==> src/rtl/mll_pkg.sv <==
// ----------------------------------------------------------------------------
// mll_pkg: shared types, constants and helpers of the mini language lexer
// Character classes, token codes, lexer modes and the keyword table.
// ----------------------------------------------------------------------------
`default_nettype none

package mll_pkg;

  // Widths of the position and length counters
  localparam int unsigned POS_W = 16;
  localparam int unsigned LEN_W = 8;
  localparam logic [LEN_W-1:0] LEN_MAX = {LEN_W{1'b1}};

  // Only the first five identifier bytes are kept for the keyword check
  localparam int unsigned KW_BYTES = 5;
  localparam int unsigned KW_W     = 8 * KW_BYTES;
  localparam int unsigned KW_NUM   = 8;

  // Token queue sizing: one item can push two tokens
  localparam int unsigned FIFO_DEPTH = 4;
  localparam int unsigned PTR_W      = $clog2(FIFO_DEPTH);
  localparam int unsigned CNT_W      = $clog2(FIFO_DEPTH + 1);

  // Token kinds
  localparam logic [2:0] KIND_IDENT   = 3'd0;
  localparam logic [2:0] KIND_KEYWORD = 3'd1;
  localparam logic [2:0] KIND_NUMBER  = 3'd2;
  localparam logic [2:0] KIND_OPER    = 3'd3;
  localparam logic [2:0] KIND_ERROR   = 3'd4;

  // Lexer modes
  localparam logic [2:0] MODE_IDLE    = 3'd0;
  localparam logic [2:0] MODE_IDENT   = 3'd1;
  localparam logic [2:0] MODE_NUMBER  = 3'd2;
  localparam logic [2:0] MODE_RELOP   = 3'd3;
  localparam logic [2:0] MODE_SLASH   = 3'd4;
  localparam logic [2:0] MODE_COMMENT = 3'd5;
  localparam logic [2:0] MODE_CSTAR   = 3'd6;

  // Characters with a role of their own
  localparam logic [7:0] CH_SPACE = 8'h20;
  localparam logic [7:0] CH_TAB   = 8'h09;
  localparam logic [7:0] CH_LF    = 8'h0A;
  localparam logic [7:0] CH_SLASH = 8'h2F;
  localparam logic [7:0] CH_STAR  = 8'h2A;
  localparam logic [7:0] CH_EQ    = 8'h3D;

  // Keywords packed first byte lowest: if else for while do int read write
  localparam logic [KW_W-1:0] KW_TEXT [KW_NUM] = '{
    40'h0000006669, 40'h0065736c65, 40'h0000726f66, 40'h656c696877,
    40'h0000006f64, 40'h0000746e69, 40'h0064616572, 40'h6574697277
  };
  localparam logic [LEN_W-1:0] KW_LEN [KW_NUM] = '{
    8'd2, 8'd4, 8'd3, 8'd5, 8'd2, 8'd3, 8'd4, 8'd5
  };

  typedef struct packed {
    logic [2:0]       kind;
    logic [2:0]       kw_idx;
    logic [7:0]       op_first;
    logic [7:0]       op_second;
    logic [POS_W-1:0] start;
    logic [LEN_W-1:0] len;
    logic             last;
    logic             err;
  } token_t;

  // Tokens produced by one request: a is the flushed one, b the new one
  typedef struct packed {
    logic   a_valid;
    token_t a;
    logic   b_valid;
    token_t b;
  } tok_pair_t;

  typedef struct packed {
    logic       hit;
    logic [2:0] idx;
  } kw_res_t;

  function automatic logic is_letter(input logic [7:0] c);
    return (c >= 8'h61 && c <= 8'h7A) || (c >= 8'h41 && c <= 8'h5A);
  endfunction

  function automatic logic is_digit(input logic [7:0] c);
    return c >= 8'h30 && c <= 8'h39;
  endfunction

  // + - * ( ) { } ; , :
  function automatic logic is_single_op(input logic [7:0] c);
    return c == 8'h2B || c == 8'h2D || c == 8'h2A || c == 8'h28 || c == 8'h29 ||
           c == 8'h7B || c == 8'h7D || c == 8'h3B || c == 8'h2C || c == 8'h3A;
  endfunction

  // > < = !
  function automatic logic is_rel_op(input logic [7:0] c);
    return c == 8'h3E || c == 8'h3C || c == 8'h3D || c == 8'h21;
  endfunction

  // Parallel compare against all keywords, lowest index wins
  function automatic kw_res_t kw_lookup(input logic [KW_W-1:0] chars,
                                        input logic [LEN_W-1:0] len);
    kw_res_t res;
    res = '0;
    for (int k = KW_NUM - 1; k >= 0; k--) begin
      if (len == KW_LEN[k] && chars == KW_TEXT[k]) begin
        res.hit = 1'b1;
        res.idx = 3'(k);
      end
    end
    return res;
  endfunction

endpackage

`default_nettype wire

==> src/rtl/mll_core.sv <==
// ----------------------------------------------------------------------------
// mll_core: lexer state and single-pass token logic
// Consumes one character per step and produces up to two tokens.
// ----------------------------------------------------------------------------
`default_nettype none

module mll_core (
  input  wire logic              clk_i,
  input  wire logic              rst_ni,
  input  wire logic              step_i,
  input  wire logic [7:0]        char_i,
  input  wire logic              eoi_i,
  output mll_pkg::tok_pair_t     toks_o
);
  import mll_pkg::*;

  logic [2:0]       mode_q, mode_d;
  logic [KW_W-1:0]  kw_q, kw_d;
  logic [LEN_W-1:0] len_q, len_d;
  logic [POS_W-1:0] start_q, start_d;
  logic [POS_W-1:0] pos_q, pos_d;
  logic [7:0]       relop_q, relop_d;
  logic             err_q, err_d;

  kw_res_t   kw_res;
  token_t    pend_tok;
  logic      pend_valid;
  tok_pair_t toks;
  logic      classify;

  assign kw_res = kw_lookup(kw_q, len_q);

  // Token left pending by a multi-byte mode
  always_comb begin
    pend_tok       = '0;
    pend_tok.start = start_q;
    pend_tok.err   = err_q;
    pend_valid     = 1'b0;
    unique case (mode_q)
      MODE_IDENT: begin
        pend_valid      = 1'b1;
        pend_tok.kind   = kw_res.hit ? KIND_KEYWORD : KIND_IDENT;
        pend_tok.kw_idx = kw_res.idx;
        pend_tok.len    = len_q;
      end
      MODE_NUMBER: begin
        pend_valid    = 1'b1;
        pend_tok.kind = KIND_NUMBER;
        pend_tok.len  = len_q;
      end
      MODE_RELOP: begin
        pend_valid        = 1'b1;
        pend_tok.kind     = KIND_OPER;
        pend_tok.op_first = relop_q;
        pend_tok.len      = LEN_W'(1);
      end
      MODE_SLASH: begin
        pend_valid        = 1'b1;
        pend_tok.kind     = KIND_OPER;
        pend_tok.op_first = CH_SLASH;
        pend_tok.len      = LEN_W'(1);
      end
      default: ;
    endcase
  end

  // Next state and produced tokens
  always_comb begin
    mode_d   = mode_q;
    kw_d     = kw_q;
    len_d    = len_q;
    start_d  = start_q;
    pos_d    = pos_q;
    relop_d  = relop_q;
    err_d    = err_q;
    toks     = '0;
    toks.a   = pend_tok;
    classify = 1'b0;

    if (eoi_i) begin
      // flush, then back to reset values
      toks.a_valid = pend_valid;
      toks.a.last  = 1'b1;
      mode_d  = MODE_IDLE;
      kw_d    = '0;
      len_d   = '0;
      start_d = '0;
      pos_d   = '0;
      relop_d = '0;
      err_d   = 1'b0;
    end else begin
      pos_d = pos_q + POS_W'(1);
      unique case (mode_q)
        MODE_IDENT: begin
          if (is_letter(char_i) || is_digit(char_i)) begin
            if (len_q < LEN_W'(KW_BYTES)) begin
              kw_d = kw_q | (KW_W'(char_i) << {len_q[2:0], 3'b000});
            end
            if (len_q != LEN_MAX) len_d = len_q + LEN_W'(1);
          end else begin
            toks.a_valid = 1'b1;
            classify     = 1'b1;
          end
        end
        MODE_NUMBER: begin
          if (is_digit(char_i)) begin
            if (len_q != LEN_MAX) len_d = len_q + LEN_W'(1);
          end else begin
            toks.a_valid = 1'b1;
            classify     = 1'b1;
          end
        end
        MODE_RELOP: begin
          if (char_i == CH_EQ) begin
            toks.b_valid     = 1'b1;
            toks.b.kind      = KIND_OPER;
            toks.b.op_first  = relop_q;
            toks.b.op_second = CH_EQ;
            toks.b.start     = start_q;
            toks.b.len       = LEN_W'(2);
            toks.b.err       = err_q;
            mode_d           = MODE_IDLE;
          end else begin
            toks.a_valid = 1'b1;
            classify     = 1'b1;
          end
        end
        MODE_SLASH: begin
          if (char_i == CH_STAR) begin
            mode_d = MODE_COMMENT;
          end else begin
            toks.a_valid = 1'b1;
            classify     = 1'b1;
          end
        end
        MODE_COMMENT: begin
          if (char_i == CH_STAR) mode_d = MODE_CSTAR;
        end
        MODE_CSTAR: begin
          if (char_i == CH_SLASH) mode_d = MODE_IDLE;
          else if (char_i != CH_STAR) mode_d = MODE_COMMENT;
        end
        default: classify = 1'b1;
      endcase

      // Fresh character after idle or after a flushed token
      if (classify) begin
        mode_d = MODE_IDLE;
        if (char_i == CH_SPACE || char_i == CH_TAB || char_i == CH_LF) begin
          // whitespace: nothing
        end else if (is_letter(char_i)) begin
          mode_d  = MODE_IDENT;
          start_d = pos_q;
          len_d   = LEN_W'(1);
          kw_d    = KW_W'(char_i);
        end else if (is_digit(char_i)) begin
          mode_d  = MODE_NUMBER;
          start_d = pos_q;
          len_d   = LEN_W'(1);
        end else if (is_single_op(char_i)) begin
          toks.b_valid    = 1'b1;
          toks.b.kind     = KIND_OPER;
          toks.b.op_first = char_i;
          toks.b.start    = pos_q;
          toks.b.len      = LEN_W'(1);
          toks.b.err      = err_q;
        end else if (is_rel_op(char_i)) begin
          mode_d  = MODE_RELOP;
          relop_d = char_i;
          start_d = pos_q;
        end else if (char_i == CH_SLASH) begin
          mode_d  = MODE_SLASH;
          start_d = pos_q;
        end else begin
          err_d           = 1'b1;
          toks.b_valid    = 1'b1;
          toks.b.kind     = KIND_ERROR;
          toks.b.op_first = char_i;
          toks.b.start    = pos_q;
          toks.b.len      = LEN_W'(1);
          toks.b.err      = 1'b1;
        end
      end
      // last marks the final token of this request
      toks.a.last = !toks.b_valid;
      toks.b.last = 1'b1;
    end
  end

  assign toks_o = toks;

  always_ff @(posedge clk_i or negedge rst_ni) begin
    if (!rst_ni) begin
      mode_q  <= MODE_IDLE;
      kw_q    <= '0;
      len_q   <= '0;
      start_q <= '0;
      pos_q   <= '0;
      relop_q <= '0;
      err_q   <= 1'b0;
    end else if (step_i) begin
      mode_q  <= mode_d;
      kw_q    <= kw_d;
      len_q   <= len_d;
      start_q <= start_d;
      pos_q   <= pos_d;
      relop_q <= relop_d;
      err_q   <= err_d;
    end
  end

endmodule

`default_nettype wire

==> src/rtl/mll_fifo.sv <==
// ----------------------------------------------------------------------------
// mll_fifo: small token queue with two-token push and single pop
// Decouples bursts of two tokens from a one-per-cycle output channel that the receiver may stall.
// ----------------------------------------------------------------------------
`default_nettype none

module mll_fifo (
  input  wire logic               clk_i,
  input  wire logic               rst_ni,
  input  wire logic               push_i,
  input  wire mll_pkg::tok_pair_t toks_i,
  output logic                    room_o,
  output logic                    valid_o,
  input  wire logic               pop_ready_i,
  output mll_pkg::token_t         head_o
);
  import mll_pkg::*;

  token_t           mem_q [FIFO_DEPTH];
  logic [PTR_W-1:0] wptr_q, wptr_d;
  logic [PTR_W-1:0] rptr_q, rptr_d;
  logic [CNT_W-1:0] cnt_q, cnt_d;
  logic [CNT_W-1:0] cnt_after_pop;
  logic             pop;
  logic [1:0]       push_n;
  token_t           first_tok;

  assign valid_o = cnt_q != '0;
  assign pop     = valid_o && pop_ready_i;
  assign head_o  = mem_q[rptr_q];

  // Room for two tokens once this cycle's pop is counted
  assign cnt_after_pop = cnt_q - CNT_W'(pop);
  assign room_o        = cnt_after_pop <= CNT_W'(FIFO_DEPTH - 2);

  assign push_n    = push_i ? (2'(toks_i.a_valid) + 2'(toks_i.b_valid)) : 2'd0;
  assign first_tok = toks_i.a_valid ? toks_i.a : toks_i.b;

  // Pointer and count update
  always_comb begin
    wptr_d = wptr_q + PTR_W'(push_n);
    rptr_d = rptr_q + PTR_W'(pop);
    cnt_d  = cnt_q + CNT_W'(push_n) - CNT_W'(pop);
  end

  always_ff @(posedge clk_i or negedge rst_ni) begin
    if (!rst_ni) begin
      wptr_q <= '0;
      rptr_q <= '0;
      cnt_q  <= '0;
    end else begin
      wptr_q <= wptr_d;
      rptr_q <= rptr_d;
      cnt_q  <= cnt_d;
    end
  end

  // Token storage, no reset
  always_ff @(posedge clk_i) begin
    if (push_n != 2'd0) begin
      mem_q[wptr_q] <= first_tok;
    end
    if (push_n == 2'd2) begin
      mem_q[wptr_q + PTR_W'(1)] <= toks_i.b;
    end
  end

endmodule

`default_nettype wire

==> src/rtl/mini_language_lexer.sv <==
// ----------------------------------------------------------------------------
// mini_language_lexer: streaming tokenizer for a small language
// Turns a byte stream into identifier, keyword, number, operator and error
// tokens, one source byte per cycle while the token queue has room.
// ----------------------------------------------------------------------------
// Usage:
//   Input channel (in_valid_i / in_ready_o) carries one source byte, or an
//   end-of-input mark that flushes the pending token and restarts offsets.
//   Output channel (out_valid_o / out_ready_i) carries one token per request.
//   A byte is taken into an input register, processed by the lexer logic once
//   the queue has room for two tokens, and then written into a four-entry
//   token queue, whose head entry drives the output.
//   Throughput is one byte per cycle. A byte that both ends a token and forms
//   one pushes two tokens; the queue absorbs these while the output drains one
//   token per cycle, and the byte stage waits only when the queue lacks room
//   for two tokens.
//   When the receiver stalls, the head token holds and the queue fills, then
//   in_ready_o drops. Reset empties the queue and clears lexer state, offsets
//   and the sticky error flag.
// ----------------------------------------------------------------------------
`default_nettype none

module mini_language_lexer (
  input  wire logic        clk_i,
  input  wire logic        rst_ni,
  input  wire logic        in_valid_i,
  output logic             in_ready_o,
  input  wire logic [7:0]  char_in_i,
  input  wire logic        end_of_input_i,
  output logic             out_valid_o,
  input  wire logic        out_ready_i,
  output logic [2:0]       token_kind_o,
  output logic [2:0]       keyword_index_o,
  output logic [7:0]       op_first_o,
  output logic [7:0]       op_second_o,
  output logic [15:0]      start_offset_o,
  output logic [7:0]       token_length_o,
  output logic             last_of_run_o,
  output logic             error_seen_o
);
  import mll_pkg::*;

  logic       in_v_q;
  logic [7:0] char_q;
  logic       eoi_q;
  logic       room;
  logic       step;
  tok_pair_t  toks;
  token_t     head;

  assign step       = in_v_q && room;
  assign in_ready_o = !in_v_q || step;

  // Input register
  always_ff @(posedge clk_i or negedge rst_ni) begin
    if (!rst_ni) begin
      in_v_q <= 1'b0;
    end else if (in_ready_o) begin
      in_v_q <= in_valid_i;
    end
  end

  always_ff @(posedge clk_i) begin
    if (in_ready_o && in_valid_i) begin
      char_q <= char_in_i;
      eoi_q  <= end_of_input_i;
    end
  end

  mll_core u_core (
    .clk_i  (clk_i),
    .rst_ni (rst_ni),
    .step_i (step),
    .char_i (char_q),
    .eoi_i  (eoi_q),
    .toks_o (toks)
  );

  mll_fifo u_fifo (
    .clk_i       (clk_i),
    .rst_ni      (rst_ni),
    .push_i      (step),
    .toks_i      (toks),
    .room_o      (room),
    .valid_o     (out_valid_o),
    .pop_ready_i (out_ready_i),
    .head_o      (head)
  );

  // Token fields to ports
  assign token_kind_o    = head.kind;
  assign keyword_index_o = head.kw_idx;
  assign op_first_o      = head.op_first;
  assign op_second_o     = head.op_second;
  assign start_offset_o  = head.start;
  assign token_length_o  = head.len;
  assign last_of_run_o   = head.last;
  assign error_seen_o    = head.err;

endmodule

`default_nettype wire

==> config.mk <==
export PLATFORM = sky130hd
export DESIGN_NAME = mini_language_lexer
export DESIGN_NICKNAME = d
export VERILOG_FILES = /design/src/rtl/mll_pkg.sv /design/src/rtl/mll_core.sv /design/src/rtl/mll_fifo.sv /design/src/rtl/mini_language_lexer.sv
export SDC_FILE = /design/constraint.sdc
export NUM_CORES = 1
export LEC_CHECK = 0
export BUFFER_PORTS_ARGS = -buffer_cell sky130_fd_sc_hd__buf_4
export CORE_MARGIN = 5
export CORE_UTILIZATION = 29
export DETAILED_ROUTE_END_ITERATION = 12
export PLACE_DENSITY_LB_ADDON = 0.1
export SLEW_MARGIN = 20
export SYNTH_ARGS = -nofsm -noshare
export SYNTH_HDL_FRONTEND = slang
export SYNTH_SLANG_ARGS = --single-unit
==> constraint.sdc <==
create_clock -name clk_i -period 6 [get_ports clk_i]
set_input_delay 1.2 -clock clk_i [delete_from_list [all_inputs] [get_ports clk_i]]
set_output_delay 1.2 -clock clk_i [all_outputs]
set_load 0.02 [all_outputs]
* Yosys cells after proc, flatten, opt, wreduce, memory -nomap -nowiden *
Memories as Yosys holds them, arrays and structs flattened.
Index checks and enable logic that the tools add are counted.

storage, ports and cells
  flip-flop bits (word level) = 109
  bits in writable memories = 192
  input bits = 13
  output and inout bits = 50
  logic and storage cells = 250
  memories kept = 1

operators by class
  add/subtract/negate cells = 9
  magnitude comparators = 8
  equal/unequal tests = 50
  shifts and indexed selects = 1
  mux-type cells = 120
  bitwise logic cells = 1
  reductions and logical operators = 47

memory list
  name          words  bits a word  rd ports  clocked after memory_dff  write ports  RTL line        RTL
  u_fifo.mem_q  4      48           1         0                         2            mll_fifo.sv:19  token_t mem_q [FIFO_DEPTH];

operator list
  operator                 count
  $mux W40                 9
  $mux W8                  22
  $mux W24                 7
  $mux W16                 9
  $eq A8 B6 Y1 const B     14
  $eq A40 B15 Y1 const B   2
  $eq A40 B23 Y1 const B   2
  $eq A40 B31 Y1 const B   2
  $eq A40 B39 Y1 const B   2
  $mux W4                  19
  $mux W48                 1
  $pmux W8 S2              3
  $mux W3                  14
  $mux W42                 1
  $or A40 B40 Y40          1
  $shl A8 B6 Y40           1
  $mux W1                  30
  $logic_or A1 B1 Y1       17
  $add A16 B1 Y16 const B  1
  $eq A8 B2 Y1 const B     2
  $eq A8 B3 Y1 const B     2
  $eq A8 B4 Y1 const B     2
  $eq A8 B7 Y1 const B     2
  $ge A8 B7 Y1 const B     2
  38 further kinds         69

* Longest topological paths before layout *
Gate-level depths: netlist (run 1).

  word-level depth = 22
  gate-level depth with buffers = 17
  gate-level depth less buffers = 14

* Cells and area by module *
From an unflattened synthesis (run 1), not the netlist that was laid out.

unflattened totals
  cell total of the unflattened synthesis = 1321
  area, all modules = 16015.4 um^2

by module, submodules not included
  module               instances  cells an instance  area an instance (um^2)  seq. area each (um^2)
  mll_fifo             1          597                9572.9                   5940.7
  mll_core             1          710                6112.1                   2302.2
  mini_language_lexer  1          14                 330.3                    295.3

* Worst setup path before layout (run 1) *
Ideal clock, no wire load.

  path kind = register to register
  start point = register char_q[7]
  end point = memory u_fifo.mem_q[3][16] (netlist bit), data pin
  library setup time = 0.257 ns
  arrival = 4.323 ns
  required time = 5.743 ns
  slack = 1.420 ns
  stages on the path, launching flop included = 15
  path buffers = 3
  clock period less this slack = 4.580 ns
  path through = edfxtp_1 > or4b_4 > o31a_4 > o32ai_4 > o211ai_4 > buf_6 > clkbuf_1 > ha_1 > nor2_1 > nor2_1 > nand3_1 > nand2_1 > a22o_4 > buf_6 > a32o_1

RTL lines
  what                      RTL line                   RTL
  start: declaration        mini_language_lexer.sv:44  logic [7:0] char_q;
  start signal: assignment  mini_language_lexer.sv:65  char_q <= char_in_i;
  end: declaration          mll_fifo.sv:19

==> impl_results.md, run 1 <==
* Status: finished, final reports clean
* First-pass GRT wire length at 69.5 mm
* R2R Path End: u_fifo.mem_q[2][23]
* CTS tree: built
* Layout cell share with drive strength beyond 1 at 0.171
* P_int at 4410 uW
* Final setup violation count at 0
* Dpl cells at 1819
* Commonest non-fill, non-tap cells in the layout: edfxtp_1 (137), dfrtp_1 (98), buf_4 (89)
* Post-DP HPWL at 30.9 mm
* CTS Buf Count at 35
* Worst path buffer plus inverter count at 1
* Site row count at 80
* Pleak at 0.00573 uW
* Die ar. at 0.0527 mm^2
* Hold Path Stages at 2
* Tmin final at 4.90 ns
* Residual DRC count at 0
* Area occupied by registers at 0.00734 mm^2
* Fin crit share at 0.817
* Avg WL per Cell at 24.5 um
* Reg2reg path depth at 14
* Pre-antenna DRT Iters at 7
* Worst-path clk slew at 0.06 ns
* Hold path start: u_fifo.mem_q[1][9]
* P per Cell Area at 455 mW/mm^2
* EDFF count, synth at 137
* H-tree levels at 2
* CP Data Arrival Time at 5.29 ns
* Port Buffer Count at 59
* Number of global-route vias before repair at 10700
* Commonest non-fill, non-tap cell in the layout: edfxtp_1
* Hold_buf cts at 0
* Via/cell ratio at 5.65
* Async SR Flop Fraction at 0.366
* Slew Viols, Final at 0
* Post-CTS repair timing setup buffer count at 0
* Sw frac at 0.398
* Fin Setup TNS at 0 ns
* Largest net degree at the start of global routing at 55
* CP startpoint kind: flop
* Worst Hold Endpoint: u_fifo.mem_q[1][9]
* Critical-path cell list: or4b_4, nor4_1, o22a_1, a31o_2, nor3_4, nor2_1, inv_1, ha_1, nor2_1, nor2_1, and2_1, a21oi_1, o21ai_2, a32o_1
* Slowest stage delay, CP at 0.89 ns
* Starting density of the core at 0.293
* Post-synth top area share at 0.294
* CP max-delay cell: o21ai_2
* Post-Syn Area at 0.0140 mm^2
* Synth Warn # at 0
* Max Cap Viol at 0
* Seq cells post-synth at 273
* Worst Path Max Fanout at 22
* Reg2reg setup slack at 1.10 ns
* CTS resizes at 0
* Core area at 0.0477 mm^2
* NetSw at 2910 uW
* Grt ovf at 0
* Clk_lat worst skew at 0.54 ns
* Iter 0 DRT Violations at 979
* Area Growth Syn to Fin at 14.9%
* Worst Hold Class: flop to flop
* Area contributors post-synth: edfxtp_1 (29%), dfrtp_1 (18%), mux4_2 (6.6%)
* Relative slew slack at 0.286
* Final wirelength at 46.0 mm
* Ys flop type: edfxtp_1
* Chip Height at 230 um
* Peak supply drop at 418 uV
* Worst-margin pin slew at 1.07 ns
* Clock sink count at 273
* Global Route Usage Sum at 0.170
* Layout Nets at 1267
* Final Hold Viols at 0
* Width of the die at 230 um
* Post-Layout Cell Count at 1880
* CTS Buffer Depth at 3
* Num ports at 63
* Via Count at 10600
* Remaining antenna violation count at 0
* Worst flop-to-flop path startpoint: char_q[1]
* Root Buffer: clkbuf_16
* Layout filler cell count at 4753
* Fmax at 204 MHz
* Reg power frac at 0.359
* Critical setup path kind: flop to flop
* CP dominant cell by count: nor2_1
* CP endpoint kind: flop
* Routability congestion estimate at 0.877
* Crit path required time at 6.39 ns
* Comb pwr share at 0.365
* Initial antenna violation count at 0
* Clock Skew at 0.0134 ns
* Antenna cells at 0
* Syn Area/Cell at 11.5 um^2
* Multi-input gate area at 0.00609 mm^2
* Clock power frac at 0.275
* Post-synthesis sequential area ratio at 0.524
* RSZ-0062 raised after global routing: no
* CP top delay family: compound AO/OA/AOI/OAI gates
* Total power at 7320 uW
* Area leader, netlist: edfxtp_1
* Syn Inst Count at 1216
* Post-synthesis cell type count at 85
## sequential cells by signal, indices dropped and copies added, names as in the netlist, 8 cells and up
register	cells
u_core.kw_q	40
u_fifo.mem_q	164
u_core.relop_q	8
u_core.pos_q	16
u_core.start_q	16
u_core.len_q	8
char_q	8
## stage by stage
step           utilization  worst slack, ns  hold slack [ns]  cell area, um^2
2_1_floorplan            -             1.42            0.420            14000
3_3_place_gp         0.314             1.22            0.445            15000
3_5_place_dp         0.314             1.11            0.444            15000
4_1_cts              0.337             1.11            0.456            16100
5_1_grt              0.337            0.730            0.486            16100
6_report             0.337             1.10            0.452            16100
## cell type report
| class | count | area share |
|---|---|---|
| Sequential cell | 273 | 0.457 |
| Multi-Input combinational cell | 817 | 0.379 |
| Clock buffer | 55 | 0.0655 |
| Tap cell | 615 | 0.0479 |
| Timing Repair Buffer | 90 | 0.0428 |
| Inverter | 24 | 0.00560 |
| Clock inverter | 6 | 0.00218 |
## cells in the mapped netlist, types with 18 or more instances
cell / count
o21ai_0: 50
a32o_1: 67
nor4_1: 18
nand2_1: 85
a22o_1: 52
inv_1: 24
o22ai_1: 45
dfxtp_1: 36
dfrtp_1: 100
clkbuf_1: 54
nor3_1: 26
mux4_2: 41
edfxtp_1: 137
buf_2: 26
nor2_1: 69
nand3_1: 57
nand4_1: 18
a21oi_1: 45
## layer usage
layer  part of all wire  vias to the layer above  GRT usage
met5                  0                        -          0
met4              0.022                        0     0.0406
met3              0.042                       58     0.0249
met2               0.49                      300      0.289
met1               0.45                     5399      0.229
li1                   -                     4864          -
## worst max path at each step
stage,from,end,cells past startpoint
floorplan,char_q[7],u_fifo.mem_q[3][16],14
global placement,char_q[1],u_fifo.mem_q[2][11],11
detailed placement,char_q[1],u_fifo.mem_q[2][11],11
CTS,char_q[1],u_fifo.mem_q[2][23],14
global route,char_q[1],u_fifo.mem_q[3][16],14
finish,char_q[1],u_fifo.mem_q[2][23],14
## power by group through the flow
stage                     combinational (uW)  sequential (uW)  clock [uW]
after CTS                               2720             2640        2080
after floorplan                         1930             2390           0
after global routing                    2880             2680        2140
after global placement                  2720             2670           0
final                                   2670             2630        2010
after detailed placement                2720             2670           0
## cells by family after synthesis
group / share of synthesized area
other cells: 0.000268
buf+inv: 0.0418
xor+xnor: 0.0100
compound gates: 0.197
flops: 0.524
mux: 0.0660
simple gates: 0.148
fa+ha+maj: 0.0129
## worst min-delay path, stage by stage (launching register included)
cell and delay, ns:
dfxtp_1 0.31, nand3_1 0.06, nand2_1 0.04
(Power assumes the default switching activity.)
==> inputs of run 2 (changes only) <==
- ABC_AREA: not set -> 1
- clock period: 6 -> 5.1 ns (I/O delays scaled with it)
==> impl_results.md, run 2 <==
* Syn Area/Cell at 7.77 um^2
* CTS Buffer Depth at 3
* Initial antenna violation count at 0
* Remaining antenna violation count at 0
* Clock Skew at 0.0346 ns
* Clk_lat worst skew at 0.56 ns
* CP dominant cell by count: nand2_2
* Chip Height at 241 um
* Max Cap Viol at 0
* Layout filler cell count at 5588
* Layout Nets at 2047
* Area leader, netlist: edfxtp_1
* Slew Viols, Final at 0
* Crit path required time at 5.48 ns
* Slowest stage delay, CP at 0.58 ns
* Core area at 0.0527 mm^2
* Final wirelength at 51.7 mm
* Worst-path clk slew at 0.06 ns
* CTS tree: built
* Multi-input gate area at 0.00700 mm^2
* Routability congestion estimate at 0.872
* RSZ-0062 raised after global routing: no
* Site row count at 84
* Commonest cells in the netlist: nand2_1 (595), nor2_1 (204), o21ai_0 (168), nand3_1 (140), edfxtp_1 (137)
* Hold_buf cts at 0
* Via Count at 13600
* Top flop regs: u_fifo.mem_q (164), u_core.kw_q (40)
* Clock sink count at 273
* Fin Setup TNS at 0 ns
* Post-Syn Area at 0.0154 mm^2
* Area Growth Syn to Fin at 14.1%
* Port Buffer Count at 59
* Pre-antenna DRT Iters at 6
* EDFF count, synth at 137
* Layout cell share with drive strength beyond 1 at 0.118
* Post-synth top area share at 0.267
* Worst Path Max Fanout at 19
* CTS resizes at 0
* Seq cells post-synth at 273
* Worst-margin pin slew at 1.08 ns
* Area occupied by registers at 0.00734 mm^2
* Tmin final at 4.23 ns
* CP top delay family: simple AND/OR/NAND/NOR gates
* First-pass GRT wire length at 79.9 mm
* Async SR Flop Fraction at 0.366
* Global Route Usage Sum at 0.177
* Iter 0 DRT Violations at 992
* Synth Warn # at 0
* Starting density of the core at 0.293
* Ys flop type: edfxtp_1
* Commonest non-fill, non-tap cells in the layout: nand2_1 (595), nor2_1 (203), o21ai_0 (168)
* Biggest register: u_fifo.mem_q
* Root Buffer: clkbuf_16
* Num ports at 63
* Post-synthesis sequential area ratio at 0.476
* Width of the die at 241 um
* Max reg flops at 164
* Final Hold Viols at 0
* Commonest non-fill, non-tap cell in the layout: nand2_1
* Worst Hold Class: flop to flop
* Final setup violation count at 0
* Critical-path cell list: nand2_2, nor2_2, nand3_1, nand2_2, nand2_2, inv_2, nand2_2, nor2_4, nand3_4, nand2_1, ha_1, inv_1, nor2_1, nor2_1, inv_1, nand2_1, inv_1, buf_4, nand3_1, o21ai_1
* Residual DRC count at 0
* CTS Buf Count at 36
* Fmax at 236 MHz
* Fin crit share at 0.829
* Total power at 10300 uW
* Number of global-route vias before repair at 13100
* Pleak at 0.00747 uW
* Area contributors post-synth: edfxtp_1 (27%), dfrtp_1 (16%), nand2_1 (14%)
* Most frequent cell after synthesis: nand2_1
* Status: finished, final reports clean
* P per Cell Area at 584 mW/mm^2
* CP endpoint kind: flop
* Grt ovf at 0
* CP startpoint kind: flop
* Die ar. at 0.0579 mm^2
* Post-synthesis cell type count at 49
* Largest net degree at the start of global routing at 84
* H-tree levels at 2
* Peak supply drop at 326 uV
* Avg WL per Cell at 18.9 um
* Post-DP HPWL at 35.3 mm
* CP max-delay cell: inv_1
* Critical setup path kind: flop to flop
* Via/cell ratio at 4.96
* Antenna cells at 0
* Syn Inst Count at 1986
* Post-CTS repair timing setup buffer count at 0
* Worst path buffer plus inverter count at 5
* Relative slew slack at 0.278
* CP Data Arrival Time at 4.61 ns
==> run 2: changes by cell type after synthesis, moves of 32 or more <==
cell	change
a22o_1	-52
a32o_1	-67
inv_1	+109
mux4_2	-41
nand2_1	+510
nand3_1	+83
nor2_1	+135
o21ai_0	+118
o21ai_1	+32
==> run 2: layer usage <==
| metal | vias up | wire length [um] | track usage | part of all wire |
|---|---|---|---|---|
| met5 | - | 0 | 0 | 0 |
| met4 | 0 | 916 | 0.0406 | 0.018 |
| met3 | 59 | 2380 | 0.0232 | 0.046 |
| met2 | 339 | 23000 | 0.282 | 0.45 |
| met1 | 6459 | 25300 | 0.257 | 0.49 |
| li1 | 6712 | - | - | - |
==> run 2: cell families after synthesis <==
| logic type | share of synthesized area |
|---|---|
| xor+xnor | 0.00625 |
| buf+inv | 0.0715 |
| flops | 0.476 |
| fa+ha+maj | 0.0110 |
| simple gates | 0.310 |
| other cells | 0.000243 |
| compound gates | 0.126 |
==> run 2: final timing paths <==
check | startpoint | to | slack, ns | cells after the start
worst max-delay path | char_q[4] | u_fifo.mem_q[0][40] | 0.87 | 20
worst min-delay path | u_fifo.mem_q[0][44] | u_fifo.mem_q[0][44] | 0.45 | 2
worst max register to register | char_q[4] | u_fifo.mem_q[0][40] | 0.87 | 20
worst min register to register | u_fifo.mem_q[0][44] | u_fifo.mem_q[0][44] | 0.45 | 2
max in group asynchronous | rst_ni | u_core.pos_q[13] | 3.43 | 2
min in group asynchronous | rst_ni | u_core.kw_q[25] | 0.57 | 1
==> run 2: through the flow <==
step	instances	setup slack [ns]	instance area [um^2]	util	hold slack [ns]
2_1_floorplan	1988	1.12	15400	-	0.421
3_3_place_gp	2671	1.01	16500	0.313	0.438
3_5_place_dp	2671	0.891	16500	0.313	0.438
4_1_cts	2736	0.883	17600	0.334	0.452
5_1_grt	2736	0.478	17600	0.334	0.470
6_report	2736	0.870	17600	0.334	0.450
==> run 2: area by class of cell <==
class | count | area share
Clock inverter | 10 | 0.00434
Tap cell | 688 | 0.0489
Sequential cell | 273 | 0.417
Timing Repair Buffer | 92 | 0.0392
Clock buffer | 55 | 0.0586
Multi-Input combinational cell | 1459 | 0.398
Inverter | 159 | 0.0344
==> run 2: worst register-to-register path, cell delays in order (launching register included) <==
cell and delay (ns):
edfxtp_1 0.53, nand2_2 0.14, nor2_2 0.11, nand3_1 0.11
nand2_2 0.23, nand2_2 0.17, inv_2 0.13, nand2_2 0.07
nor2_4 0.15, nand3_4 0.23, nand2_1 0.16, ha_1 0.13
inv_1 0.05, nor2_1 0.20, nor2_1 0.11, inv_1 0.09
nand2_1 0.22, inv_1 0.58, buf_4 0.41, nand3_1 0.11
o21ai_1 0.12
==> run 2: where the power goes <==
part / switching [uW] / internal (uW) / total, uW / leakage [uW]
clock: 1010 / 1400 / 2410 / 0.000538
combinational: 3500 / 1330 / 4840 / 0.00403
sequential: 291 / 2740 / 3030 / 0.00290
total: 4800 / 5480 / 10300 / 0.00747
==> inputs of run 3 (changes only) <==
- clock period: 5.1 -> 4.25 ns (I/O delays scaled with it)
==> impl_results.md, run 3 (synthesis results as in run 2) <==
* Status: finished, final reports clean
* Layout cell share with drive strength beyond 1 at 0.125
* Num ports at 63
* Avg WL per Cell at 18.8 um
* Root Buffer: clkbuf_16
* P per Cell Area at 700 mW/mm^2
* CTS Buf Count at 36
* Starting density of the core at 0.293
* Hold Path Stages at 2
* Tmin final at 3.77 ns
* H-tree levels at 2
* Remaining antenna violation count at 0
* P_int at 6670 uW
* Site row count at 84
* Slowest stage delay, CP at 0.42 ns
* Post-CTS repair timing setup buffer count at 0
* Hold WS at 0.450 ns
* Fmax at 265 MHz
* Chip Height at 241 um
* Relative slew slack at 0.291
* CP endpoint kind: flop
* Clock power frac at 0.234
* Residual DRC count at 0
* CTS tree: built
* Final wirelength at 51.5 mm
* Routability congestion estimate at 0.841
* CTS resizes at 0
* Via Count at 13700
* Initial antenna violation count at 0
* Setup slack at placement at 0.0727 ns
* Slew Viols, Final at 0
* Layout filler cell count at 5593
* Hold path start: u_fifo.mem_q[1][43]
* Reg2reg setup slack at 0.48 ns
* Worst Hold Endpoint: u_fifo.mem_q[1][43]
* First-pass GRT wire length at 79.6 mm
* Pleak at 0.00754 uW
* RSZ-0062 raised after global routing: no
* Max reg flops at 164
* Worst Path Max Fanout at 22
* Global Route Usage Sum at 0.176
* Met3 wire length at 2.28 mm
* Peak supply drop at 310 uV
* Comb pwr share at 0.474
* Top flop regs: u_fifo.mem_q (164), u_core.kw_q (40)
* Final worst-path setup slack at 0.481 ns
* Layout Nets at 2057
* Commonest non-fill, non-tap cell in the layout: nand2_1
* Worst Hold Class: flop to flop
* Reg power frac at 0.292
* Width of the die at 241 um
* Worst path buffer plus inverter count at 4
* Fin Setup TNS at 0 ns
* Clock Skew at 0.0281 ns
* R2R Path End: u_fifo.mem_q[1][41]
* Metal1 wirelength at 25.0 mm
* Pre-antenna DRT Iters at 5
* CP Data Arrival Time at 4.14 ns
* Critical setup path kind: flop to flop
* Final setup violation count at 0
* Highest metal used: met4
* DR WL met2 at 23.0 mm
* Max Cap Viol at 0
* Iter 0 DRT Violations at 966
* Reg2reg path depth at 16
* Biggest register: u_fifo.mem_q
* Port Buffer Count at 59
* Fin crit share at 0.887
* Sw frac at 0.463
* Largest net degree at the start of global routing at 84
* Commonest non-fill, non-tap cells in the layout: nand2_1 (595), nor2_1 (203), o21ai_0 (168)
* Worst flop-to-flop path startpoint: u_fifo.cnt_q[1]
* Clock sink count at 273
* Area Growth Syn to Fin at 15.0%
* Post-DP HPWL at 36.0 mm
* Die ar. at 0.0579 mm^2
* Fin util at 0.337
* Critical-path cell list: inv_1, nand3_1, and2_1, ha_1, ha_1, o21ai_1, nor2_1, nand2_1, nor2_1, nor2_1, inv_1, nand2_1, inv_1, buf_12, nand3_1, o21ai_1
* NetSw at 5760 uW
* Number of global-route vias before repair at 13000
* CP startpoint kind: flop
* Hold_buf cts at 0
* Clk_lat worst skew at 0.55 ns
* Worst-margin pin slew at 1.06 ns
* Worst-path clk slew at 0.06 ns
* Final instance area at 0.0177 mm^2
* Grt ovf at 0
* Antenna cells at 0
* Crit path required time at 4.62 ns
* Placed cell area at 0.0166 mm^2
* CP top delay family: simple AND/OR/NAND/NOR gates
* Final Hold Viols at 0
* CP max-delay cell: inv_1
* Core area at 0.0527 mm^2
* CTS Buffer Depth at 3
* Via/cell ratio at 4.98
[run 3: worst max-delay path by stage]
stage               cells past startpoint                  end  slack (ns)            start
global placement                       15  u_fifo.mem_q[1][41]        0.06      out_ready_i
global route                           17  u_fifo.mem_q[0][40]        0.13  u_fifo.cnt_q[1]
CTS                                    16  u_fifo.mem_q[1][41]        0.39  u_fifo.cnt_q[1]
floorplan                              14   u_fifo.mem_q[1][4]        0.44      out_ready_i
detailed placement                     15  u_fifo.mem_q[1][41]        0.07      out_ready_i
finish                                 16  u_fifo.mem_q[1][41]        0.48  u_fifo.cnt_q[1]
[run 3: power by group through the flow]
stage | registers, uW | clock network [uW] | logic (uW)
floorplan | 3530 | 0 | 3960
global placement | 3670 | 0 | 5940
detailed placement | 3670 | 0 | 5940
CTS | 3620 | 3010 | 5950
global route | 3670 | 3120 | 6480
finish | 3630 | 2910 | 5890
[run 3: metrics by stage]
| step | total power [uW] | cells |
|---|---|---|
| 6_report | 12400 | 2743 |
| 5_1_grt | 13300 | 2743 |
| 4_1_cts | 12600 | 2743 |
| 3_5_place_dp | 9610 | 2681 |
| 3_3_place_gp | 9600 | 2681 |
| 2_1_floorplan | 7490 | 1988 |
[run 3: cell type report]
class                      instances  area [um^2]  share of cell area
inverter                         159          604              0.0341
clock buffer                      43          947              0.0534
clock inverter                    19          159             0.00896
tap                              688          861              0.0485
sequential                       273         7340               0.414
timing repair buffer             102          828              0.0467
multi-input combinational       1459         7000               0.395
[run 3: layer usage]
layer,up-vias,track usage
li1,6736,-
met1,6542,0.254
met2,314,0.278
met3,62,0.0254
met4,0,0.0461
met5,-,0
[run 3: tightest hold or removal path, cell delays in order, from the launching register on]
cell and delay, ns:
dfxtp_1 0.30, nand2_1 0.06, nand2_1 0.04
